===== config.mk =====
export PLATFORM = sky130hd
export DESIGN_NAME = e1_timeslot_demux_chunker
export DESIGN_NICKNAME = d
export VERILOG_FILES = /design/src/hdl/e1tdc_pkg.sv /design/src/hdl/e1tdc_ram.sv /design/src/hdl/e1tdc_ctrl.sv /design/src/hdl/e1tdc_datapath.sv /design/src/hdl/e1_timeslot_demux_chunker.sv
export SDC_FILE = /design/constraint.sdc
export NUM_CORES = 2
export LEC_CHECK = 0
export BUFFER_PORTS_ARGS = -buffer_cell sky130_fd_sc_hd__buf_2
export CAP_MARGIN = 25
export CORE_MARGIN = 4
export CORE_UTILIZATION = 62
export DETAILED_ROUTE_END_ITERATION = 8
export PLACE_DENSITY_LB_ADDON = 0.15
export SLEW_MARGIN = 20
export SYNTH_ARGS = -nofsm -noshare
export SYNTH_HDL_FRONTEND = slang
export SYNTH_SLANG_ARGS = --single-unit

===== constraint.sdc =====
create_clock -name clk -period 7.6 [get_ports clk]
set_clock_uncertainty 0.15 [all_clocks]
set_input_delay 1.52 -clock clk [delete_from_list [all_inputs] [get_ports clk]]
set_output_delay 1.52 -clock clk [all_outputs]
set_load 0.05 [all_outputs]

===== src/hdl/e1tdc_pkg.sv =====
package e1tdc_pkg;

	localparam int FRAME_BYTES = 32;
	localparam int MAX_DEPTH = 8;
	localparam logic [4:0] LAST_TIMESLOT = 5'(FRAME_BYTES - 1);

	typedef struct packed {
		logic [7:0] data_byte;
		logic       packet_start;
		logic       packet_error;
	} in_item_t;

	typedef struct packed {
		logic [4:0]  channel;
		logic [63:0] samples;
		logic        last;
	} out_item_t;

	typedef struct packed {
		logic take_byte;
		logic rd_issue;
	} e1tdc_cmd_t;

	typedef struct packed {
		logic chunk_end;
		logic out_busy;
		logic rd_last;
	} e1tdc_sts_t;

	typedef enum logic {
		ST_COLLECT,
		ST_DRAIN
	} e1tdc_state_t;

endpackage


===== src/hdl/e1tdc_ram.sv =====
module e1tdc_ram #(
	parameter int WIDTH = 8,
	parameter int DEPTH = 31
) (
	input  logic                                  clk,
	input  logic                                  we,
	input  logic [((DEPTH > 1) ? $clog2(DEPTH) : 1)-1:0] waddr,
	input  logic [WIDTH-1:0]                      wdata,
	input  logic                                  re,
	input  logic [((DEPTH > 1) ? $clog2(DEPTH) : 1)-1:0] raddr,
	output logic [WIDTH-1:0]                      rdata
);

	logic [WIDTH-1:0] mem_q [DEPTH];

	always_ff @(posedge clk) begin
		if (we) begin
			mem_q[waddr] <= wdata;
		end
		if (re) begin
			rdata <= mem_q[raddr];
		end
	end

endmodule


===== src/hdl/e1tdc_ctrl.sv =====
module e1tdc_ctrl
	import e1tdc_pkg::*;
(
	input  logic       clk,
	input  logic       arst_n,
	input  logic       in_valid,
	output logic       in_ready,
	input  e1tdc_sts_t sts,
	output e1tdc_cmd_t cmd
);

	e1tdc_state_t state_q, state_d;

	always_ff @(posedge clk or negedge arst_n) begin
		if (!arst_n) begin
			state_q <= ST_COLLECT;
		end else begin
			state_q <= state_d;
		end
	end

	always_comb begin
		state_d = state_q;
		in_ready = 1'b0;
		cmd = '0;
		case (state_q)
			ST_COLLECT: begin
				in_ready = 1'b1;
				cmd.take_byte = in_valid;
				if (in_valid && sts.chunk_end) begin
					state_d = ST_DRAIN;
				end
			end
			ST_DRAIN: begin
				// One store read per cycle while the output register can take it.
				cmd.rd_issue = !sts.out_busy;
				if (!sts.out_busy && sts.rd_last) begin
					state_d = ST_COLLECT;
				end
			end
			default: begin
				state_d = ST_COLLECT;
			end
		endcase
	end

endmodule


===== src/hdl/e1tdc_datapath.sv =====
module e1tdc_datapath
	import e1tdc_pkg::*;
#(
	parameter int CHANNELS = 31,
	parameter int CHUNK_DEPTH = 8,
	parameter int HEADER_BYTES = 4
) (
	input  logic       clk,
	input  logic       arst_n,
	input  in_item_t   in_data,
	input  logic       out_ready,
	input  e1tdc_cmd_t cmd,
	output e1tdc_sts_t sts,
	output logic       out_valid,
	output out_item_t  out_data
);

	localparam int AW = (CHANNELS > 1) ? $clog2(CHANNELS) : 1;

	logic [2:0] header_left_q;
	logic [4:0] slot_q;
	logic [2:0] frame_slot_q;
	logic [4:0] rd_ch_q;
	logic       out_valid_q;
	logic [4:0] out_ch_q;
	logic       out_last_q;

	logic [2:0] header_eff;
	logic [4:0] slot_eff;
	logic       frame_byte;
	logic       frame_end;
	logic       wr_en;
	logic [7:0] rd_byte [MAX_DEPTH];

	// A packet start restarts the framing before the byte itself is looked at.
	assign header_eff = in_data.packet_start ? 3'(HEADER_BYTES) : header_left_q;
	assign slot_eff = in_data.packet_start ? 5'd0 : slot_q;
	assign frame_byte = !in_data.packet_error && (header_eff == 3'd0);
	assign frame_end = frame_byte && (slot_eff == LAST_TIMESLOT);
	assign wr_en = cmd.take_byte && frame_byte && (slot_eff != 5'd0) &&
		(slot_eff <= 5'(CHANNELS));

	assign sts.chunk_end = frame_end && (frame_slot_q == 3'(CHUNK_DEPTH - 1));
	assign sts.out_busy = out_valid_q && !out_ready;
	assign sts.rd_last = (rd_ch_q == 5'(CHANNELS));

	always_ff @(posedge clk or negedge arst_n) begin
		if (!arst_n) begin
			header_left_q <= 3'(HEADER_BYTES);
			slot_q <= 5'd0;
			frame_slot_q <= 3'd0;
			rd_ch_q <= 5'd1;
			out_valid_q <= 1'b0;
		end else begin
			if (cmd.take_byte) begin
				if (in_data.packet_error) begin
					header_left_q <= header_eff;
					slot_q <= slot_eff;
				end else if (header_eff != 3'd0) begin
					header_left_q <= header_eff - 3'd1;
					slot_q <= slot_eff;
				end else if (frame_end) begin
					header_left_q <= header_eff;
					slot_q <= 5'd0;
					frame_slot_q <= sts.chunk_end ? 3'd0 : frame_slot_q + 3'd1;
				end else begin
					header_left_q <= header_eff;
					slot_q <= slot_eff + 5'd1;
				end
				if (sts.chunk_end) begin
					rd_ch_q <= 5'd1;
				end
			end
			if (cmd.rd_issue) begin
				rd_ch_q <= rd_ch_q + 5'd1;
				out_valid_q <= 1'b1;
			end else if (out_ready) begin
				out_valid_q <= 1'b0;
			end
		end
	end

	always_ff @(posedge clk) begin
		if (cmd.rd_issue) begin
			out_ch_q <= rd_ch_q;
			out_last_q <= sts.rd_last;
		end
	end

	// One narrow store per frame slot, addressed by channel, so that a whole
	// chunk of one channel is read out together at one shared address.
	for (genvar k = 0; k < MAX_DEPTH; k++) begin : g_col
		if (k < CHUNK_DEPTH) begin : g_ram
			e1tdc_ram #(
				.WIDTH(8),
				.DEPTH(CHANNELS)
			) u_ram (
				.clk   (clk),
				.we    (wr_en && (frame_slot_q == 3'(k))),
				.waddr (AW'(slot_eff - 5'd1)),
				.wdata (in_data.data_byte),
				.re    (cmd.rd_issue),
				.raddr (AW'(rd_ch_q - 5'd1)),
				.rdata (rd_byte[k])
			);
		end else begin : g_zero
			assign rd_byte[k] = 8'd0;
		end
	end

	always_comb begin
		out_data.channel = out_ch_q;
		out_data.last = out_last_q;
		out_data.samples = '0;
		for (int k = 0; k < MAX_DEPTH; k++) begin
			out_data.samples[8*k +: 8] = rd_byte[k];
		end
	end

	assign out_valid = out_valid_q;

endmodule


===== src/hdl/e1_timeslot_demux_chunker.sv =====
// E1 timeslot demultiplexer with corner turn.
// The input channel takes one payload byte of a received packet per item,
// with flags for the first byte of a packet and for a packet with bad status.
// Each packet opens with HEADER_BYTES header bytes, which are skipped; the
// rest forms 32-byte E1 frames. Timeslot 0 is dropped, timeslots 1 to
// CHANNELS are stored per frame. After CHUNK_DEPTH frames the output channel
// delivers CHANNELS items, one per channel, with the oldest sample lowest
// and last set on the final channel.
// While frames are being collected one byte is taken every cycle. The byte
// that completes a chunk starts a drain: the store is read one channel per
// cycle through its single read port. The first result appears once the
// state register has moved to the drain and the read has been registered.
// No byte is taken during the drain; the input is taken again from the
// cycle after the last read, while the final result may still wait.
// A receiver stall holds the current result and pauses the reads.
// Reset starts framing as if a packet had just begun; the store needs no
// clearing, as every entry read has been written within the same chunk.
module e1_timeslot_demux_chunker
	import e1tdc_pkg::*;
#(
	parameter int CHANNELS = 31,
	parameter int CHUNK_DEPTH = 8,
	parameter int HEADER_BYTES = 4
) (
	input  logic      clk,
	input  logic      arst_n,
	input  logic      in_valid,
	output logic      in_ready,
	input  in_item_t  in_data,
	output logic      out_valid,
	input  logic      out_ready,
	output out_item_t out_data
);

	e1tdc_cmd_t cmd;
	e1tdc_sts_t sts;

	e1tdc_ctrl u_ctrl (
		.clk      (clk),
		.arst_n   (arst_n),
		.in_valid (in_valid),
		.in_ready (in_ready),
		.sts      (sts),
		.cmd      (cmd)
	);

	e1tdc_datapath #(
		.CHANNELS     (CHANNELS),
		.CHUNK_DEPTH  (CHUNK_DEPTH),
		.HEADER_BYTES (HEADER_BYTES)
	) u_datapath (
		.clk       (clk),
		.arst_n    (arst_n),
		.in_data   (in_data),
		.out_ready (out_ready),
		.cmd       (cmd),
		.sts       (sts),
		.out_valid (out_valid),
		.out_data  (out_data)
	);

	a_no_write_during_drain: assert property (@(posedge clk) disable iff (!arst_n)
		!(in_ready && cmd.rd_issue))
		else $error("store read while bytes are being taken");

	a_last_on_final_channel: assert property (@(posedge clk) disable iff (!arst_n)
		out_valid |-> (out_data.last == (out_data.channel == 5'(CHANNELS))))
		else $error("last flag does not match the final channel");

	a_drain_after_chunk: assert property (@(posedge clk) disable iff (!arst_n)
		(cmd.take_byte && sts.chunk_end) |=> (!in_ready && sts.rd_last == (CHANNELS == 1)))
		else $error("drain did not start at the first channel");

	a_collect_after_drain: assert property (@(posedge clk) disable iff (!arst_n)
		(cmd.rd_issue && sts.rd_last) |=> (in_ready && out_valid))
		else $error("input not reopened after the final read");

endmodule

==> flow_summary.ini <==
[pwr]
finalPower_mw = 28.39
p_leak_nw = 27.82
power.density_nw_per_um2 = 318.2
peakVddDrop_mv = 0.1940

[place]
dp_hpwl_mm = 106.7
port_buffers = 85
gp_congestion = 0.8398

[clock_tree]
numClockSinks = 2072
cts_tree = yes
post_cts_buffers = 0
cts-root-buf = clkbuf_16
cts.path.max_buffers = 3
clk_latency_ns = 0.81
clk_pin_slew_ns = 0.06
htreeDepth = 4
ctsHoldBuffers = 0
cts_resized = 0
cts_buffers = 195

[global_routing]
grt_pass1_wl_mm = 276.1
grt_most_used_layer = met1
overflow = 0
use_met3 = 0.07006
antenna_found_initial = 4
use_met2 = 0.4037
grt_max_degree = 159
grtUsageTotal = 0.2826
grt_util_met1 = 0.4454
grt_pass1_vias = 38060

[critical_path]
critical_path_required_ns = 7.87
cp.arrival_ns = 5.17
start_kind = input port
path_class = in2reg
critPathMaxFanout = 26
cp-end-kind = register

[timing]
slew_headroom = 0.2715
max_freq_mhz = 204.3
final-setup-viol-count = 0
post-route-period-util = 0.6439
maxSlewViolCount = 0
hold_viol_final = 0
finalSetupTns_ns = 0
worst_slew_pin_slew_ns = 1.090
rsz0062_at_grt = no
fin_crit_ns = 4.894

[drt]
viasPerCell = 6.716
totalWireLength_mm = 187.4
drt-pass1-iter-count = 8
initialDrtViolationCount = 5901
dr_total_vias = 39170
detail-route-antenna-nets = 0
drc = 0
wl_per_cell_um = 32.13

[cells_and_area]
utilization = 0.6959
fin_nets = 3972
drive_above_1_share = 0.2374
area.growth.synth_to_final_pct = 10.94

[synthesis]
synth_ff_type = edfxtp_1
synth_compound_area_frac = 0.03364
yosys.area_share.xor_xnor = 0.0003268
synth_top_family_by_area = multiplexers
synth.avg_cell_area_um2 = 21.03
synthArstFlopShare = 0.008687
ys_warn_count = 0
syn_inst = 3824
synth_fp_nets = 3853
ys_types = 54
synth_seq_cells = 2072
syn_area_um2 = 80410
synth_fa_ha_area_frac = 0.002334
ys_seq_area_frac = 0.7727
synth_edf_count = 2054
yosys.area_share.simple = 0.02754
synth_mux_area_frac = 0.1494

[floorplan]
start_util = 0.6273
core-area_um2 = 128200
die_y_um = 368.1
rows = 131
die_w_um = 368.1
dieArea_um2 = 135500
ios = 86

[status]
status = finished, final reports clean

[min_path]
hp-class = reg2reg

[flow_run]
cap_violations = 0
stage by stage:
step | instance area [um^2] | setup slack [ns] | std cells | hold WS (ns)
6_report | 89200 | 2.706 | 5832 | 0.3291
5_1_grt | 89200 | 2.444 | 5831 | 0.3640
4_1_cts | 89150 | 2.626 | 5829 | 0.3308
3_5_place_dp | 82760 | 1.950 | 5473 | 0.3265
3_3_place_gp | 82690 | 2.027 | 5469 | 0.3187
2_1_floorplan | 80410 | 2.873 | 3824 | 0.2934
power breakdown:
part           total (mW)  switching [mW]  internal [mW]
clock network        9.74            4.11           5.63
logic                5.70            3.73           1.96
registers            12.9           0.115           12.8
cells in the final DEF, fill, tap and decap left out, types with 16 or more instances in the layout:
| cell | count |
|---|---|
| edfxtp_1 | 2054 |
| o21ai_0 | 19 |
| clkbuf_1 | 27 |
| clkbuf_16 | 198 |
| clkinv_1 | 38 |
| a211oi_1 | 65 |
| a21oi_1 | 68 |
| buf_2 | 77 |
| nand3_1 | 21 |
| nand2_1 | 156 |
| a32o_1 | 64 |
| mux4_2 | 448 |
| clkinv_2 | 45 |
| a221oi_2 | 61 |
| nor2_1 | 323 |
| buf_4 | 44 |
| bufinv_16 | 25 |
| dfrtp_1 | 16 |
| mux2i_1 | 192 |
worst paths after layout:
path | to | slack, ns | cells past startpoint | start
max | u_datapath.g_col[1].g_ram.u_ram.mem_q[27][7]$_DFFE_PP_ | 2.71 | 8 | in_data[1]
min reg2reg | u_datapath.header_left_q[2]$_DFFE_PN1N_ | 0.33 | 2 | u_datapath.header_left_q[2]$_DFFE_PN1N_
max in group asynchronous | u_datapath.header_left_q[2]$_DFFE_PN1N_ | 6.43 | 1 | arst_n
min in group asynchronous | u_datapath.rd_ch_q[3]$_DFFE_PN0P_ | 0.51 | 1 | arst_n
min | u_datapath.header_left_q[2]$_DFFE_PN1N_ | 0.33 | 2 | u_datapath.header_left_q[2]$_DFFE_PN1N_
max reg2reg | u_datapath.g_col[3].g_ram.u_ram.rdata[5]$_DFFE_PP_ | 3.01 | 8 | u_datapath.rd_ch_q[0]$_DFFE_PN1P_
synthesized netlist by cell type (4+ instances only):
master	instances	share of area
buf_6	7	0.00098
mux4_2	448	0.13
nor2b_1	5	0.00039
a221oi_2	61	0.011
edfxtp_1	2054	0.77
a21oi_1	68	0.0042
nand3_1	24	0.0015
nand2b_1	6	0.00047
buf_1	12	0.00056
buf_2	81	0.0050
dfrtp_1	16	0.0050
clkbuf_1	108	0.0050
buf_4	18	0.0017
nand2_1	162	0.0076
nor2_1	323	0.015
a211oi_1	65	0.0061
o21ai_0	19	0.0012
ha_1	15	0.0023
inv_1	15	0.00070
nor3_1	4	0.00025
or3_1	4	0.00031
a22o_1	4	0.00044
a32o_1	64	0.0080
mux2i_1	192	0.024
layer usage:
layer / vias up / share of wire
met5: - / 0.00034
met4: 8 / 0.027
met3: 283 / 0.12
met2: 2446 / 0.45
met1: 20360 / 0.41
li1: 16070 / -
flip-flops by register name, summed over array words and instances (netlist names):
register                            count
u_ctrl.state_q                          1
u_datapath.frame_slot_q                 3
u_datapath.g_col.g_ram.u_ram.mem_q   1984
u_datapath.g_col.g_ram.u_ram.rdata     64
u_datapath.header_left_q                3
u_datapath.out_ch_q                     5
u_datapath.out_last_q                   1
u_datapath.out_valid                    1
u_datapath.rd_ch_q                      5
u_datapath.slot_q                       5
worst max-delay path: stages:
cell and delay, ns:
buf_2 0.37, nand2b_1 0.23, ha_1 0.42, nand3b_1 0.12, o31a_1 0.13, o22ai_1 0.52
nand3_1 0.89, nor2_1 0.95
cells by family (layout without fill, tap and decap cells):
group | after synthesis | count (layout)
AO/OA/AOI/OAI | 303 | 303
adder cells (fa/ha/maj) | 15 | 15
buffers and inverters | 242 | 520
flip-flops | 2072 | 2072
multiplexers | 640 | 640
XOR/XNOR | 3 | 3
AND/OR/NAND/NOR | 549 | 549
other | 0 | 1
final cells by class:
type / instances / area (um^2)
Fill cell: 7672 / 38970
Inverter: 15 / 57.56
Tap cell: 1729 / 2163
Clock inverter: 128 / 1292
Timing Repair Buffer: 149 / 1221
Multi-Input combinational cell: 1510 / 17230
Clock buffer: 228 / 5097
Antenna cell: 1 / 2.502
Sequential cell: 2072 / 62140
(Power assumes the default switching activity.)
